$ cat src/rtl/pgmd_pkg.sv
// Shared types and constants for the binary gray map stream deframer.
// No dependencies; used by the top level, the checker and the testbench.
package pgmd_pkg;

  // Default number of bits for the image width and height.
  localparam int PGMD_DIM_BITS = 16;

  // Width of the error code field on the result channel.
  localparam int PGMD_ERR_BITS = 3;

  // Error codes reported on the result channel.
  typedef enum logic [PGMD_ERR_BITS-1:0] {
    ERR_NONE       = 3'd0,
    ERR_LEAD_SPACE = 3'd1,
    ERR_BAD_MAGIC  = 3'd2,
    ERR_NON_DIGIT  = 3'd3,
    ERR_TOO_LARGE  = 3'd4,
    ERR_EARLY_EOF  = 3'd5
  } pgmd_err_t;

  // Characters of the magic token.
  localparam logic [7:0] MAGIC_UPPER_P = 8'h50;
  localparam logic [7:0] MAGIC_LOWER_P = 8'h70;
  localparam logic [7:0] MAGIC_FIVE    = 8'h35;

endpackage

$ cat src/rtl/pgm_binary_stream_deframer.sv
// Top level of the binary gray map (P5) stream deframer.
// Depends on pgmd_pkg and pgmd_digit_acc.

// One byte or end-of-file mark is taken per item and every item yields exactly
// one result item. The block accepts a new item in every cycle, also while a
// result waits, as long as out_ready takes the pending result; a result appears
// in the cycle after its item is accepted. All parsing state is updated in a
// single pass at the accepting clock edge, the longest path being the
// constant-ten multiply-add of the decimal accumulator, and the result sits in
// one output register. The header (magic P5 or p5, width, height, maximum gray)
// is checked on the fly; pixels are then passed through with a last-pixel mark.
// Once all pixels arrived, an empty image's header ended or an error latched,
// finished stays high and the stored header values are repeated with no pulses.
module pgm_binary_stream_deframer import pgmd_pkg::*; #(
  parameter int DIM_BITS = PGMD_DIM_BITS
) (
  input  logic                     clk,
  input  logic                     rst_n,
  input  logic                     in_valid,
  output logic                     in_ready,
  input  logic [7:0]               in_data_byte,
  input  logic                     in_end_of_file,
  output logic                     out_valid,
  input  logic                     out_ready,
  output logic                     out_pixel_valid,
  output logic [7:0]               out_pixel_value,
  output logic                     out_last_pixel,
  output logic                     out_header_done,
  output logic [15:0]              out_image_width,
  output logic [15:0]              out_image_height,
  output logic [7:0]               out_max_gray,
  output logic [PGMD_ERR_BITS-1:0] out_error_code,
  output logic                     out_finished
);

  typedef enum logic [3:0] {
    PH_MAGIC0, PH_MAGIC, PH_GAP_W, PH_NUM_W, PH_GAP_H,
    PH_NUM_H, PH_GAP_G, PH_NUM_G, PH_PIXELS, PH_DONE
  } phase_t;

  // Parser state.
  phase_t              phase_r, phase_nxt;
  logic [1:0]          mlen_r, mlen_nxt;
  logic [7:0]          mfirst_r, mfirst_nxt;
  logic [7:0]          msecond_r, msecond_nxt;
  logic [DIM_BITS:0]   acc_r, acc_nxt;
  logic                dend_r, dend_nxt;
  logic [DIM_BITS-1:0] width_r, width_nxt;
  logic [DIM_BITS-1:0] height_r, height_nxt;
  logic [7:0]          gray_r, gray_nxt;
  logic [DIM_BITS-1:0] col_r, col_nxt;
  logic [DIM_BITS-1:0] row_r, row_nxt;
  pgmd_err_t           err_r, err_nxt;

  // Result register.
  logic                out_valid_r;
  logic                pv_r, pv_nxt;
  logic [7:0]          pval_r, pval_nxt;
  logic                last_r, last_nxt;
  logic                hd_r, hd_nxt;
  logic [15:0]         owidth_r;
  logic [15:0]         oheight_r;
  logic [7:0]          ogray_r;
  pgmd_err_t           oerr_r;
  logic                ofin_r;

  logic                accept;
  logic                is_ws;
  logic                is_dig;
  logic [DIM_BITS:0]   acc_step;
  logic [DIM_BITS:0]   col_inc;
  logic [DIM_BITS:0]   row_inc;

  assign in_ready = !out_valid_r || out_ready;
  assign accept   = in_valid && in_ready;

  // Whitespace is tab through carriage return, and space.
  assign is_ws  = (in_data_byte == 8'd32) ||
                  ((in_data_byte >= 8'd9) && (in_data_byte <= 8'd13));
  assign is_dig = (in_data_byte >= 8'h30) && (in_data_byte <= 8'h39);

  pgmd_digit_acc #(
    .DIM_BITS(DIM_BITS)
  ) u_acc (
    .acc_cur (acc_r),
    .digit   (in_data_byte[3:0]),
    .acc_new (acc_step)
  );

  assign col_inc = {1'b0, col_r} + {{DIM_BITS{1'b0}}, 1'b1};
  assign row_inc = {1'b0, row_r} + {{DIM_BITS{1'b0}}, 1'b1};

  // Next-state logic for one accepted item.
  always_comb begin
    phase_nxt   = phase_r;
    mlen_nxt    = mlen_r;
    mfirst_nxt  = mfirst_r;
    msecond_nxt = msecond_r;
    acc_nxt     = acc_r;
    dend_nxt    = dend_r;
    width_nxt   = width_r;
    height_nxt  = height_r;
    gray_nxt    = gray_r;
    col_nxt     = col_r;
    row_nxt     = row_r;
    err_nxt     = err_r;
    pv_nxt      = 1'b0;
    pval_nxt    = 8'd0;
    last_nxt    = 1'b0;
    hd_nxt      = 1'b0;

    if (phase_r != PH_DONE) begin
      if (in_end_of_file) begin
        err_nxt   = ERR_EARLY_EOF;
        phase_nxt = PH_DONE;
      end else begin
        case (phase_r)
          PH_MAGIC0: begin
            if (is_ws) begin
              err_nxt   = ERR_LEAD_SPACE;
              phase_nxt = PH_DONE;
            end else begin
              mfirst_nxt = in_data_byte;
              mlen_nxt   = 2'd1;
              phase_nxt  = PH_MAGIC;
            end
          end
          PH_MAGIC: begin
            if (!is_ws) begin
              if (mlen_r == 2'd1) begin
                msecond_nxt = in_data_byte;
              end
              if (mlen_r != 2'd3) begin
                mlen_nxt = mlen_r + 2'd1;
              end
            end else if ((mlen_r == 2'd2) &&
                         ((mfirst_r == MAGIC_UPPER_P) || (mfirst_r == MAGIC_LOWER_P)) &&
                         (msecond_r == MAGIC_FIVE)) begin
              phase_nxt = PH_GAP_W;
            end else begin
              err_nxt   = ERR_BAD_MAGIC;
              phase_nxt = PH_DONE;
            end
          end
          PH_GAP_W, PH_GAP_H, PH_GAP_G: begin
            // A token must open with a digit.
            if (!is_ws) begin
              if (!is_dig) begin
                err_nxt   = ERR_NON_DIGIT;
                phase_nxt = PH_DONE;
              end else begin
                acc_nxt  = (DIM_BITS+1)'(in_data_byte[3:0]);
                dend_nxt = 1'b0;
                case (phase_r)
                  PH_GAP_W: phase_nxt = PH_NUM_W;
                  PH_GAP_H: phase_nxt = PH_NUM_H;
                  default:  phase_nxt = PH_NUM_G;
                endcase
              end
            end
          end
          PH_NUM_W, PH_NUM_H, PH_NUM_G: begin
            if (!is_ws) begin
              // Trailing junk after the digits is ignored up to whitespace.
              if (dend_r || !is_dig) begin
                dend_nxt = 1'b1;
              end else begin
                acc_nxt = acc_step;
              end
            end else if (phase_r == PH_NUM_G) begin
              if (|acc_r[DIM_BITS:8]) begin
                err_nxt   = ERR_TOO_LARGE;
                phase_nxt = PH_DONE;
              end else begin
                gray_nxt  = acc_r[7:0];
                hd_nxt    = 1'b1;
                col_nxt   = '0;
                row_nxt   = '0;
                // An empty image finishes with the header.
                phase_nxt = ((width_r == '0) || (height_r == '0)) ? PH_DONE : PH_PIXELS;
              end
            end else if (acc_r[DIM_BITS]) begin
              err_nxt   = ERR_TOO_LARGE;
              phase_nxt = PH_DONE;
            end else if (phase_r == PH_NUM_W) begin
              width_nxt = acc_r[DIM_BITS-1:0];
              phase_nxt = PH_GAP_H;
            end else begin
              height_nxt = acc_r[DIM_BITS-1:0];
              phase_nxt  = PH_GAP_G;
            end
          end
          PH_PIXELS: begin
            // Pass the byte through and step the row-major position.
            pv_nxt   = 1'b1;
            pval_nxt = in_data_byte;
            if (col_inc >= {1'b0, width_r}) begin
              if (row_inc >= {1'b0, height_r}) begin
                last_nxt  = 1'b1;
                phase_nxt = PH_DONE;
              end
              col_nxt = '0;
              row_nxt = row_inc[DIM_BITS-1:0];
            end else begin
              col_nxt = col_inc[DIM_BITS-1:0];
            end
          end
          default: begin
            phase_nxt = PH_DONE;
          end
        endcase
      end
    end
  end

  // State and result registers.
  always_ff @(posedge clk) begin
    if (!rst_n) begin
      phase_r     <= PH_MAGIC0;
      mlen_r      <= 2'd0;
      mfirst_r    <= 8'd0;
      msecond_r   <= 8'd0;
      acc_r       <= '0;
      dend_r      <= 1'b0;
      width_r     <= '0;
      height_r    <= '0;
      gray_r      <= 8'd0;
      col_r       <= '0;
      row_r       <= '0;
      err_r       <= ERR_NONE;
      out_valid_r <= 1'b0;
    end else begin
      if (accept) begin
        phase_r     <= phase_nxt;
        mlen_r      <= mlen_nxt;
        mfirst_r    <= mfirst_nxt;
        msecond_r   <= msecond_nxt;
        acc_r       <= acc_nxt;
        dend_r      <= dend_nxt;
        width_r     <= width_nxt;
        height_r    <= height_nxt;
        gray_r      <= gray_nxt;
        col_r       <= col_nxt;
        row_r       <= row_nxt;
        err_r       <= err_nxt;
        out_valid_r <= 1'b1;
      end else if (out_ready) begin
        out_valid_r <= 1'b0;
      end
    end
  end

  // Result payload, loaded with each accepted item.
  always_ff @(posedge clk) begin
    if (accept) begin
      pv_r      <= pv_nxt;
      pval_r    <= pval_nxt;
      last_r    <= last_nxt;
      hd_r      <= hd_nxt;
      owidth_r  <= 16'(width_nxt);
      oheight_r <= 16'(height_nxt);
      ogray_r   <= gray_nxt;
      oerr_r    <= err_nxt;
      ofin_r    <= (phase_nxt == PH_DONE);
    end
  end

  assign out_valid        = out_valid_r;
  assign out_pixel_valid  = pv_r;
  assign out_pixel_value  = pval_r;
  assign out_last_pixel   = last_r;
  assign out_header_done  = hd_r;
  assign out_image_width  = owidth_r;
  assign out_image_height = oheight_r;
  assign out_max_gray     = ogray_r;
  assign out_error_code   = oerr_r;
  assign out_finished     = ofin_r;

endmodule

$ cat src/rtl/pgmd_digit_acc.sv
// Saturating decimal accumulator step: acc * 10 + digit, capped at 2^DIM_BITS.
// Depends on nothing outside the module.
module pgmd_digit_acc #(
  parameter int DIM_BITS = 16
) (
  input  logic [DIM_BITS:0]   acc_cur,
  input  logic [3:0]          digit,
  output logic [DIM_BITS:0]   acc_new
);

  localparam int WIDE = DIM_BITS + 5;

  logic [WIDE-1:0] acc_ext;
  logic [WIDE-1:0] sum;
  logic [WIDE-1:0] cap;

  // Times ten is eight times plus two times.
  assign acc_ext = WIDE'(acc_cur);
  assign sum     = (acc_ext << 3) + (acc_ext << 1) + WIDE'(digit);
  assign cap     = WIDE'(1) << DIM_BITS;

  // Saturate so the value never wraps.
  assign acc_new = (sum > cap) ? cap[DIM_BITS:0] : sum[DIM_BITS:0];

endmodule

$ cat config.mk
export PLATFORM = sky130hd
export DESIGN_NAME = pgm_binary_stream_deframer
export DESIGN_NICKNAME = d
export VERILOG_FILES = /design/src/rtl/pgmd_pkg.sv /design/src/rtl/pgm_binary_stream_deframer.sv /design/src/rtl/pgmd_digit_acc.sv
export SDC_FILE = /design/constraint.sdc
export NUM_CORES = 1
export LEC_CHECK = 0
export ABC_CLOCK_PERIOD_IN_PS = 6850
export BUFFER_PORTS_ARGS = -buffer_cell sky130_fd_sc_hd__buf_2
export CAP_MARGIN = 25
export CORE_UTILIZATION = 66
export CTS_CLUSTER_DIAMETER = 60
export DETAILED_ROUTE_END_ITERATION = 10
export PLACE_DENSITY = 0.84
export RECOVER_POWER = 50
export SLEW_MARGIN = 0
export SYNTH_ARGS = -nofsm -noshare
export SYNTH_HDL_FRONTEND = slang
export SYNTH_HIERARCHICAL = 1
export SYNTH_SLANG_ARGS = --single-unit
$ cat constraint.sdc
create_clock -name clk -period 6.85 [get_ports clk]
set_clock_uncertainty 0.15 [all_clocks]
set_input_delay 0.3425 -clock clk [delete_from_list [all_inputs] [get_ports clk]]
set_output_delay 0.3425 -clock clk [all_outputs]
set_load 0.01 [all_outputs]
### Word level (Yosys, flattened, before mapping)

Cells that the tools add are included.

| cells by class | value |
|---|---|
| reduce and logical (&&, ||, !) cells | 33 |
| $add $sub $neg | 5 |
| mux-type cells | 76 |
| eq/ne operators | 29 |
| order comparisons | 7 |
| bitwise gates (word level) | 7 |

Operator list:

| cell | count |
|---|---|
| two-way mux 16 bit | 19 |
| two-way mux 17 bit | 5 |
| case mux 16 bit (2 select lines) | 2 |
| two-way mux 4 bit | 12 |
| two-way mux 8 bit | 6 |
| adder 16 x 1 -> 17 bit (second input constant) | 2 |
| >= comparator 17 x 16 -> 1 bit | 2 |
| case mux 17 bit (2 select lines) | 1 |
| two-way mux 3 bit | 11 |
| logical NOT 16 bit | 2 |
| != test 2 bit (second input constant) | 13 |
| AND reduction 8 bit | 3 |
| adder 20 x 18 -> 21 bit | 1 |
| adder 21 x 4 -> 21 bit | 1 |
| > comparator 21 x 17 -> 1 bit (second input constant) | 1 |
| case mux 4 bit (5 select lines) | 1 |
| equality test 4 x 3 -> 1 bit (second input constant) | 4 |
| equality test 8 x 6 -> 1 bit (second input constant) | 2 |
| equality test 8 x 7 -> 1 bit (second input constant) | 2 |
| AND reduction 7 bit | 2 |
| case mux 3 bit (4 select lines) | 1 |
| two-way mux 1 bit | 11 |
| OR reduction 3 bit | 3 |
| OR reduction 9 bit | 1 |
| 26 further kinds | 49 |

| word-level totals | value |
|---|---|
| logic and storage cells | 179 |
| bits in registers | 171 |
| bits of input ports | 13 |

### Longest topological paths before layout

Gate-level depths: netlist (run 1).

| logic depth | value |
|---|---|
| word-level depth | 10 |
| gate-level depth with buffers | 16 |

### Cells and area by module

Netlist (run 1), hierarchy kept.

Modules (own cells, without submodules):

| module | cells an instance | seq. area each (sq um) | times used | area each (sq um) |
|---|---|---|---|---|
| pgm_binary_stream_deframer | 956 | 3953.8 | 1 | 8667.1 |
| pgmd_digit_acc | 178 | 0.0 | 1 | 1370.1 |

### Least setup slack after synthesis (run 1)

OpenSTA, ideal clock, no wires.

| timing path | value |
|---|---|
| kind | reg2reg |
| from | register col_r[2] |
| to | register row_r[10] |
| period minus slack after synthesis | 3727 ps |
| cell stages (with the launch flop) | 16 |
| path slack | 3123 ps |
| data arrival time | 3452 ps |
| required time | 6575 ps |
| cell sequence | dfxtp_1 -> nand3_1 -> or4_4 -> or2_2 -> clkbuf_1 -> nand2b_4 -> xnor2_1 -> ha_1 -> nand3_1 -> nor4_1 -> a21boi_0 -> nor3b_1 -> a31o_1 -> buf_6 -> o211ai_2 -> o31ai_1 |

| between the ends | value |
|---|---|
| longest elaborated chain between the ends | 4 |

Ends and longest elaborated chain:

| what | line | source |
|---|---|---|
| from (decl) | pgm_binary_stream_deframer.sv:51 | `logic [DIM_BITS-1:0] col_r, col_nxt;` |
| from (signal assigned) | pgm_binary_stream_deframer.sv:243 | `col_r <= col_nxt;` |
| adder 16 x 1 -> 17 bit | pgm_binary_stream_deframer.sv:90 | `assign col_inc = {1'b0, col_r} + {{DIM_BITS{1'b0}}, 1'b1};` |
| >= comparator 17 x 16 -> 1 bit | pgm_binary_stream_deframer.sv:197 | `if (col_inc >= {1'b0, width_r}) begin` |
| != test 2 bit (no line) | - |  |
| AND reduction 8 bit (no line) | - |  |
| to (signal assigned) | pgm_binary_stream_deframer.sv:244 | `row_r <= row_nxt;` |
| to (decl) | pgm_binary_stream_deframer.sv:52 | `logic [DIM_BITS-1:0] row_r, row_nxt;` |

No other way between the ends.
A chain may end at the register's enable or synchronous reset.

### Worst setup path in the final report (run 1)

| timing path | value |
|---|---|
| from | register col_r[2] |
| to | register row_r[0] |

The elaborated chain is that of the path after synthesis.

==> results of run 1 <==
## tightest hold or removal path: stages
cell and delay (ns):
buf_2 0.10, inv_1 0.04, a21oi_1 0.05
## state kept, by name, indices dropped and copies added (netlist names)
| signal | flops |
|---|---|
| out_error_code | 3 |
| out_finished | 1 |
| mfirst_r | 7 |
| dend_r | 1 |
| out_valid | 1 |
| gray_r | 8 |
| msecond_r | 8 |
| out_image_width | 16 |
| row_r | 16 |
| acc_r | 17 |
| out_image_height | 16 |
| err_r | 3 |
| phase_r | 4 |
| out_pixel_value | 8 |
| mlen_r | 2 |
| out_header_done | 1 |
| out_last_pixel | 1 |
| height_r | 16 |
| out_max_gray | 8 |
| out_pixel_valid | 1 |
| width_r | 16 |
| col_r | 16 |
## final timing paths
check,start,end,slack (ns),cells after the start
setup reg to reg,col_r[2],row_r[0],2.35,13
hold / removal,in_valid,out_valid,0.005,3
setup / recovery,col_r[2],row_r[0],2.35,13
hold reg to reg,height_r[7],height_r[7],0.32,2
## layout make-up
type                            count  area, um^2  share of cell area
Multi-Input combinational cell    856        5615              0.5151
Sequential cell                   170        3954              0.3627
Clock buffer                       22       464.2             0.04258
Timing Repair Buffer               77       322.8             0.02961
Tap cell                          184       230.2             0.02112
Inverter                           53       198.9             0.01825
Clock inverter                     10       115.1             0.01056
## metal layers
metal,GRT usage,vias up
li1,-,4175
met1,0.4321,4022
met2,0.5485,419
met3,0.05306,49
met4,0.1334,0
met5,0,-
## Yosys cell counts (all sizes together) (10+ instances only)
| cell | instances |
|---|---|
| nor3 | 14 |
| mux2 | 10 |
| ha | 70 |
| a211oi | 21 |
| nand2b | 18 |
| a21oi | 91 |
| o21ai | 80 |
| mux2i | 21 |
| o211ai | 15 |
| xnor2 | 26 |
| and2 | 16 |
| nand4 | 15 |
| edfxtp | 55 |
| nand2 | 185 |
| nand3 | 56 |
| nor4 | 21 |
| inv | 52 |
| nor2 | 64 |
| buf | 20 |
| dfxtp | 115 |
| or3 | 10 |
| xor2 | 13 |
| clkbuf | 35 |
## logic make-up after synthesis
kind of cell,after synthesis,share of synthesized area
flops,170,0.3939
xor+xnor,39,0.03403
fa+ha+maj,72,0.09125
simple gates,439,0.2200
mux,31,0.03216
compound gates,275,0.1823
buf+inv,108,0.04637
## metrics by stage
stage	setup WS (ns)	utilization	total power (W)	hold slack [ns]
after floorplan	3.123	-	0.001183	0.2945
after global placement	2.669	0.7080	0.001222	0.3040
after detailed placement	2.553	0.7080	0.001226	0.3091
after CTS	2.448	0.7474	0.002168	0.001783
after global routing	1.951	0.7416	0.002220	0.01442
final	2.347	0.7416	0.002162	0.004966
## power by group through the flow
stage / registers (W) / clock network (W) / logic [W]
after floorplan: 0.00111 / 0 / 0.0000745
after global placement: 0.00110 / 0 / 0.000121
after detailed placement: 0.00110 / 0 / 0.000124
after CTS: 0.00108 / 0.000964 / 0.000124
after global routing: 0.00108 / 0.00101 / 0.000130
final: 0.00108 / 0.000961 / 0.000119
## cells in the final DEF, fill, tap and decap left out, types with 26 or more instances in the layout
cell type,netlist,routed
inv_1,52,52
edfxtp_1,55,55
clkbuf_1,35,63
nor2_1,63,63
dfxtp_1,115,115
a21oi_1,88,88
ha_1,70,70
nand2_1,183,184
xnor2_1,26,26
o21ai_0,66,66
nand3_1,56,56
==> flow_summary.yaml, run 1 <==
outcome:
  violations: "DRC, capacitance limit, slew limit"
  outcome: "finished, violations left"
cts:
  cts_max_path_buffers: 2
  cts_htree_levels: 4
  clk_pin_slew_ns: 0.06
  hold_buffers: 0
  insertion_delay_ns: 0.44
  postCtsSetupBuffers: 0
  cts_made_buffers: 17
  ctsResizeCount: 0
  cts_sinks: 170
  cts-root-buf: "clkbuf_16"
  cts_tree: "done"
cells_and_area:
  drive_gt1_frac: 0.07997
  n_antenna_cell: 0
  syn_to_final_growth_pct: 8.602
  final.fill_count: 1103
  nNetsFinal: 1260
  final_area_um2: 10900
  final_cell_count_no_fill: 1372
pwr:
  p_seq_frac: 0.500
  pwr-share-clk: 0.445
  p_sw_w: 0.0005027
  p_leak_nw: 4.159
  p_int_w: 0.001659
  vdd_drop_max_uv: 167.1
  p_sw_frac: 0.2325
  p_per_area_nw_per_um2: 198.3
  p_comb_frac: 0.055
logic_synthesis:
  synthTopCellsByArea: "dfxtp_1 23%, edfxtp_1 16%, ha_1 8.7%"
  netlist_instances: 1134
  synthFlopType: "dfxtp_1"
  syn_area_um2: 10040
  ys_seq_elements: 170
  synth_top_cell_area_share: 0.2294
  syn-num-nets: 1219
  synth.distinct_cells: 84
  avgSynthCellArea_um2: 8.851
  synth.yosys.seq_area_share: 0.3939
  synth_edf_count: 55
  ys.warnings.count: 6
  yosysTopAreaCell: "dfxtp_1"
  synthArstFlopShare: 0
global_routing:
  grt_pass1_wl_mm: 41.03
  grt_overflow: 0
  antenna_found_initial: 0
  grt_max_degree: 78
  grt_usage: 0.3305
  grt_pass1_vias: 8113
critical_path:
  cp_num_buf_inv: 0
  crit_type: "reg2reg"
  required_ns: 7.02
  cp_slowest_cell: "a31o_1"
  cp_data_arrival_time_ns: 4.68
  path_max_fanout: 22
  path_delay_family: "simple AND/OR/NAND/NOR gates"
  cp-start-kind: "register"
  crit_chain: "nand3_1 -> or4_4 -> or2_2 -> nor2_1 -> xor2_1 -> ha_1 -> nand3_1 -> nor4_1 -> a21boi_0 -> nor3b_1 -> a31o_1 -> nor4_1 -> a31o_1"
  cpPeakStageDelay_ns: 0.84
  endpoint_kind: "register"
die:
  initial_core_util: 0.6828
  ios: 70
  num_rows: 44
  die-area_um2: 15710
  die_w_um: 125.3
  core_area_um2: 14700
  die_h_um: 125.3
route:
  vias: 8665
  met2_length_mm: 11.82
  highest_layer: "met4"
  drc_errors: 10
  detail-route-antenna-nets: 0
  met3_length_mm: 1.900
  drt_iter0_markers: 919
  wirelength_mm: 25.22
  first_pass_iters: 9
  drt-met1-wl_mm: 10.77
  wl_per_cell_um: 18.38
  via_per_inst: 6.316
run:
  cap_viol_max_count: 2
placement:
  dp_cells: 1340
  portBuffers: 69
  hpwl_mm: 17.46
  dpl-instance-area_um2: 10410
  place.gp.congestion: 0.9423
timing:
  fmax_mhz: 222.1
  fin_setup_tns_ns: 0
  setup_viol: 0
  slew_headroom: -1.372
  min_period_over_period: 0.6573
  slew_violations: 113
  min_period_ns: 4.503
  rsz0062_at_grt: "false"
  hold_violations: 0
  worstMarginPinSlew_ns: 3.558
hold_path:
  hold_path.class: "in2reg"
Power figures use the tool's default switching activity.
==> run 2: changes to the inputs <==
--- a/config.mk
+++ b/config.mk
@@ -5,13 +5,14 @@
 export SDC_FILE = /design/constraint.sdc
 export NUM_CORES = 1
 export LEC_CHECK = 0
-export ABC_CLOCK_PERIOD_IN_PS = 6850
+export ABC_AREA = 1
+export ABC_CLOCK_PERIOD_IN_PS = 3800
 export BUFFER_PORTS_ARGS = -buffer_cell sky130_fd_sc_hd__buf_2
 export CAP_MARGIN = 25
-export CORE_UTILIZATION = 66
+export CORE_UTILIZATION = 56
 export CTS_CLUSTER_DIAMETER = 60
 export DETAILED_ROUTE_END_ITERATION = 10
-export PLACE_DENSITY = 0.84
+export PLACE_DENSITY = 0.76
 export RECOVER_POWER = 50
 export SLEW_MARGIN = 0
 export SYNTH_ARGS = -nofsm -noshare
==> constraint.sdc (replaced) <==
create_clock -name clk -period 3.8 [get_ports clk]
set_clock_uncertainty 0.15 [all_clocks]
set_input_delay 0.19 -clock clk [delete_from_list [all_inputs] [get_ports clk]]
set_output_delay 0.19 -clock clk [all_outputs]
set_load 0.01 [all_outputs]
==> flow_summary.yaml, run 2 <==
critical_path:
  required_ns: 3.96
  cp-endpoint: "gray_r[7]"
  cp-start-kind: "primary input"
  rrSetupSlack_ns: 0.38
  path_max_fanout: 17
  crit_path_start: "in_data_byte[1]"
  cp_data_arrival_time_ns: 3.71
  r2r_cells: 21
  reg2reg_to: "col_r[3]"
  crit_type: "in2reg"
  endpoint_kind: "register"
  r2r_start: "col_r[0]"
logic_synthesis:
  synthMuxAreaShare: 0
  syn-num-nets: 1538
  synth-adder-area-share: 0.08675
  synth-compound-area-share: 0.1583
  ys_seq_elements: 170
  synth_xor_area_frac: 0.02323
  syn_area_um2: 10560
  synth.yosys.seq_area_share: 0.3745
  synth_top_cell_area_share: 0.2181
  synth_simple_gate_area_frac: 0.2400
  synthFlopType: "dfxtp_1"
  avgSynthCellArea_um2: 7.266
  synthArstFlopShare: 0
  synthTopCellsByArea: "dfxtp_1 22%, edfxtp_1 16%, nand2_1 11%"
  synth.distinct_cells: 50
  ys.warnings.count: 6
  netlist_instances: 1453
  yosysTopAreaCell: "dfxtp_1"
  synthMostInstantiatedCell: "nand2_1"
  synthTopCellsByCount: "306 x nand2_1, 249 x inv_1, 143 x a21oi_1"
  synth_top_family_by_area: "simple AND/OR/NAND/NOR gates"
  synth_edf_count: 55
route:
  first_pass_iters: 5
  drc_errors: 0
  wirelength_mm: 25.37
  wl_per_cell_um: 14.47
  vias: 9441
  drt_iter0_markers: 771
  via_per_inst: 5.386
  detail-route-antenna-nets: 0
global_routing:
  grt_max_degree: 87
  grt_pass1_wl_mm: 42.30
  antenna_found_initial: 0
  grt_usage: 0.2710
  grt_pass1_vias: 8778
  grt_overflow: 0
die:
  ios: 70
  num_rows: 49
  die_w_um: 139.3
  die_h_um: 139.3
  initial_core_util: 0.5798
  die-area_um2: 19410
  core_area_um2: 18210
timing:
  timing.hold.ws_ns: 0.2236
  slew_violations: 152
  slew_headroom: -0.07263
  hold_violations: 0
  min_period_over_period: 0.9334
  fin_setup_tns_ns: 0
  worstMarginPinSlew_ns: 1.609
  setup_viol: 0
  rsz0062_at_grt: "false"
  min_period_ns: 3.547
  setup_slack_ns: 0.2530
  fmax_mhz: 281.9
cells_and_area:
  mostFrequentLayoutCell: "nand2_1"
  largest_register_ffs: 17
  nNetsFinal: 1596
  regMostFlops: "acc_r"
  final.fill_count: 1646
  final_area_um2: 11560
  n_antenna_cell: 0
  drive_gt1_frac: 0.07283
  syn_to_final_growth_pct: 9.540
  mostFrequentLayoutCells: "305 x nand2_1, 250 x inv_1, 143 x a21oi_1"
pwr:
  p_per_area_nw_per_um2: 363.6
  p_seq_frac: 0.482
  p_comb_frac: 0.125
  pwr-share-clk: 0.393
  p_sw_w: 0.001158
  p_leak_nw: 5.405
  p_sw_frac: 0.2753
  p_int_w: 0.003047
  vdd_drop_max_uv: 326.9
cts:
  cts_tree: "done"
  insertion_delay_ns: 0.43
  postCtsSetupBuffers: 0
  cts-root-buf: "clkbuf_16"
  cts_htree_levels: 4
  clk_pin_slew_ns: 0.07
  cts_max_path_buffers: 2
  cts_made_buffers: 17
  cts_sinks: 170
outcome:
  violations: "capacitance limit, slew limit"
  outcome: "finished, violations left"
placement:
  place.gp.congestion: 0.8982
  hpwl_mm: 18.30
  post-place-ws_ns: 0.2682
  portBuffers: 69
  dpl-instance-area_um2: 11030
run:
  cap_viol_max_count: 2
hold_path:
  min_from: "rst_n"
  hold_path.class: "in2reg"
[run 2: cell types whose count changed after synthesis, moves of 20 or more]
cell / previous run / this run
inv_1: 52 / 249
nand2_1: 183 / 306
a21oi_1: 88 / 143
nor2_1: 63 / 112
nand4_1: 13 / 35
mux2i_1: 21 / 0
o21ai_1: 11 / 31
xnor2_1: 26 / 6
[run 2: worst max-delay path, stage by stage]
cell           delay [ns]
dlygate4sd3_1        0.54
buf_2                0.18
nor2_1               0.19
nand3_1              0.10
a21oi_1              0.13
nand2_1              0.32
nor2_1               0.42
inv_2                0.08
nor2_1               0.95
o21ai_0              0.32
o21ai_1              0.20
inv_1                0.07
[run 2: kinds of logic (layout without fill, tap and decap cells)]
family / count (synthesis) / in the layout
and+or+nand+nor: 575 / 575
AOI/OAI and AO/OA: 297 / 297
DFF: 170 / 170
adders and majority gates: 72 / 72
buffers and inverters: 311 / 382
xor gates and xnor gates: 28 / 28
[run 2: layout make-up]
| class | count | area [um^2] | share of cell area |
|---|---|---|---|
| multi-input cells | 972 | 5326 | 0.4606 |
| repair buffers | 90 | 464.2 | 0.04014 |
| flip-flops and latches | 170 | 3954 | 0.3419 |
| inverters | 260 | 980.9 | 0.08482 |
| clock inverters | 14 | 123.9 | 0.01071 |
| clock buffers | 18 | 429.2 | 0.03711 |
| well taps | 229 | 286.5 | 0.02478 |
[run 2: worst min path at each step]
stage / to / slack, ns / depth (start not counted)
6_report: row_r[11] / 0.22 / 3
5_1_grt: row_r[7] / 0.24 / 3
4_1_cts: row_r[11] / 0.20 / 3
3_5_place_dp: msecond_r[5] / 0.29 / 2
3_3_place_gp: msecond_r[5] / 0.28 / 2
2_1_floorplan: acc_r[0] / 0.18 / 2
[run 2: timing repair]
| item | CTS | global route |
|---|---|---|
| endpoints found under the setup margin | 0 | 30 |
| resized for setup | 0 | 2 |
| hold buffers | 10 | 0 |
| endpoints found under the hold margin | 21 | 0 |
[run 2: stage by stage]
stage,std cells,util,power [W]
2_1_floorplan,1453,-,0.002429
3_3_place_gp,1711,0.6058,0.002572
3_5_place_dp,1711,0.6058,0.002588
4_1_cts,1753,0.6417,0.004233
5_1_grt,1753,0.6351,0.004365
6_report,1753,0.6351,0.004205
[run 2: power by group through the flow]
| stage | Clock [W] | Sequential [W] | Combinational, W |
|---|---|---|---|
| 2_1_floorplan | 0 | 0.00208 | 0.000350 |
| 3_3_place_gp | 0 | 0.00206 | 0.000511 |
| 3_5_place_dp | 0 | 0.00206 | 0.000524 |
| 4_1_cts | 0.00167 | 0.00202 | 0.000538 |
| 5_1_grt | 0.00174 | 0.00204 | 0.000589 |
| 6_report | 0.00165 | 0.00203 | 0.000525 |
[run 2: routing by layer]
layer / wire [um] / part of all wire / GRT usage / vias up
li1: - / - / - / 4832
met1: 11720 / 0.46 / 0.3596 / 4317
met2: 11870 / 0.47 / 0.4504 / 257
met3: 1264 / 0.050 / 0.04267 / 35
met4: 523 / 0.021 / 0.08889 / 0
met5: 0 / 0 / 0 / -
==> run 3: changes to the inputs <==
--- a/config.mk
+++ b/config.mk
@@ -6,13 +6,14 @@
 export NUM_CORES = 1
 export LEC_CHECK = 0
 export ABC_AREA = 1
-export ABC_CLOCK_PERIOD_IN_PS = 3800
+export ABC_CLOCK_PERIOD_IN_PS = 3350
 export BUFFER_PORTS_ARGS = -buffer_cell sky130_fd_sc_hd__buf_2
 export CAP_MARGIN = 25
-export CORE_UTILIZATION = 56
+export CORE_UTILIZATION = 62
+export CTS_BUF_LIST = sky130_fd_sc_hd__clkbuf_8 sky130_fd_sc_hd__clkbuf_16
 export CTS_CLUSTER_DIAMETER = 60
 export DETAILED_ROUTE_END_ITERATION = 10
-export PLACE_DENSITY = 0.76
+export PLACE_DENSITY = 0.79
 export RECOVER_POWER = 50
 export SLEW_MARGIN = 0
 export SYNTH_ARGS = -nofsm -noshare
==> constraint.sdc (replaced) <==
create_clock -name clk -period 3.35 [get_ports clk]
set_clock_uncertainty 0.15 [all_clocks]
set_input_delay 0.1675 -clock clk [delete_from_list [all_inputs] [get_ports clk]]
set_output_delay 0.1675 -clock clk [all_outputs]
set_load 0.01 [all_outputs]
==> flow_summary.yaml, run 3 (synthesized netlist as in run 2, its figures left out) <==
outcome:
  outcome: "finished, violations left"
  violations: "capacitance limit, slew limit"
pwr:
  pwr-share-clk: 0.398
  p_int_w: 0.003428
  p_seq_frac: 0.475
  p_sw_w: 0.001397
  total_power_w: 0.004825
  p_comb_frac: 0.126
  p_leak_nw: 5.523
  p_sw_frac: 0.2895
  vdd_drop_max_uv: 370.9
  p_per_area_nw_per_um2: 407.0
cells_and_area:
  drive_gt1_frac: 0.1045
  largest_register_ffs: 17
  n_antenna_cell: 0
  nNetsFinal: 1612
  final_area_um2: 11850
  syn_to_final_growth_pct: 12.28
  post-route-util: 0.7148
  regMostFlops: "acc_r"
  mostFrequentLayoutCells: "302 x nand2_1, 249 x inv_1, 141 x a21oi_1"
  mostFrequentLayoutCell: "nand2_1"
critical_path:
  crit_path_start: "col_r[3]"
  reg2reg_to: "col_r[2]"
  r2r_cells: 16
  cp-start-kind: "register"
  path_max_fanout: 7
  cp_data_arrival_time_ns: 3.39
  endpoint_kind: "register"
  r2r_start: "col_r[3]"
  rrSetupSlack_ns: 0.18
  required_ns: 3.57
  crit_type: "reg2reg"
hold_path:
  holdPathEnd: "msecond_r[3]"
  hold_path.class: "in2reg"
  hold_depth: 4
  min_from: "in_data_byte[3]"
timing:
  min_period_over_period: 0.9450
  timing.hold.ws_ns: 0.03764
  fmax_mhz: 315.9
  slew_headroom: -0.09259
  slew_violations: 152
  setup_slack_ns: 0.1842
  min_period_ns: 3.166
  worstMarginPinSlew_ns: 1.639
  hold_violations: 0
  setup_viol: 0
global_routing:
  grt_overflow: 0
  grt_pass1_wl_mm: 42.84
  grt_pass1_vias: 8893
  grt_usage: 0.3067
  grt_max_degree: 87
  antenna_found_initial: 0
placement:
  portBuffers: 69
  place.gp.congestion: 0.9403
  hpwl_mm: 19.18
  post-place-ws_ns: 0.1273
  dpl-instance-area_um2: 11120
route:
  detail-route-antenna-nets: 0
  wirelength_mm: 26.66
  via_per_inst: 5.554
  drt-met1-wl_mm: 11.65
  wl_per_cell_um: 15.15
  highest_layer: "met4"
  drt_iter0_markers: 873
  met2_length_mm: 12.67
  vias: 9775
  met3_length_mm: 1.612
  drc_errors: 0
  first_pass_iters: 7
die:
  initial_core_util: 0.6366
  die_w_um: 132.5
  die-area_um2: 17550
  core_area_um2: 16580
  die_h_um: 132.5
  ios: 70
  num_rows: 47
cts:
  cts_made_buffers: 17
  insertion_delay_ns: 0.44
  clk_pin_slew_ns: 0.07
  cts_sinks: 170
  cts_tree: "done"
  cts_htree_levels: 4
  cts-root-buf: "clkbuf_16"
  cts_max_path_buffers: 2
run:
  cap_viol_max_count: 2
[run 3: how the worst max path moves through the flow]
stage | depth (start not counted) | endpoint | slack (ns)
CTS | 20 | out_finished | 0.07
finish | 16 | col_r[2] | 0.18
detailed placement | 20 | out_finished | 0.13
floorplan | 23 | row_r[12] | 0.25
global route | 16 | col_r[2] | -0.05
global placement | 19 | col_r[14] | 0.26
[run 3: metrics by stage]
step / std cells / setup TNS, ns
finish: 1760 / 0
detailed placement: 1716 / 0
floorplan: 1453 / 0
CTS: 1756 / 0
global route: 1760 / -0.2565
global placement: 1716 / 0
[run 3: layer usage]
metal	GRT usage	vias up
met1	0.3992	4521
li1	-	4879
met4	0.1194	0
met2	0.5126	322
met5	0	-
met3	0.04789	53
[run 3: critical path, stage by stage, from the launching register on]
cell and delay (ns):
dfxtp_1 0.47, nand4_1 0.20, nor2_2 0.16, nand2_2 0.12, nor3_2 0.18, xor2_1 0.25
ha_1 0.31, and3_1 0.18, nand4_1 0.06, nand2_1 0.08, nor2_2 0.12, nand2_2 0.07
buf_4 0.15, nor3_4 0.24, buf_6 0.17, nand2_1 0.07, a21oi_2 0.11
[run 3: layout make-up]
| cell class | instances | area (um^2) |
|---|---|---|
| multi-input combinational | 972 | 5454 |
| fill | 1451 | 4730 |
| sequential | 170 | 3970 |
| inverter | 260 | 980.9 |
| timing repair buffer | 106 | 604.3 |
| clock buffer | 17 | 425.4 |
| tap | 220 | 275.3 |
| clock inverter | 15 | 143.9 |
[run 3: timing repair]
item	in CTS	in global routing
resized for setup	0	45
hold buffers	8	0
endpoints found under the setup margin	0	47
hold endpoints to repair	22	0
setup buffers	0	2
[run 3: power groups by stage]
stage | clock [W] | combinational (W) | sequential (W)
6_report | 0.00192 | 0.000610 | 0.00229
5_1_grt | 0.00201 | 0.000680 | 0.00230
4_1_cts | 0.00194 | 0.000613 | 0.00229
3_5_place_dp | 0 | 0.000601 | 0.00234
3_3_place_gp | 0 | 0.000585 | 0.00234
2_1_floorplan | 0 | 0.000398 | 0.00236
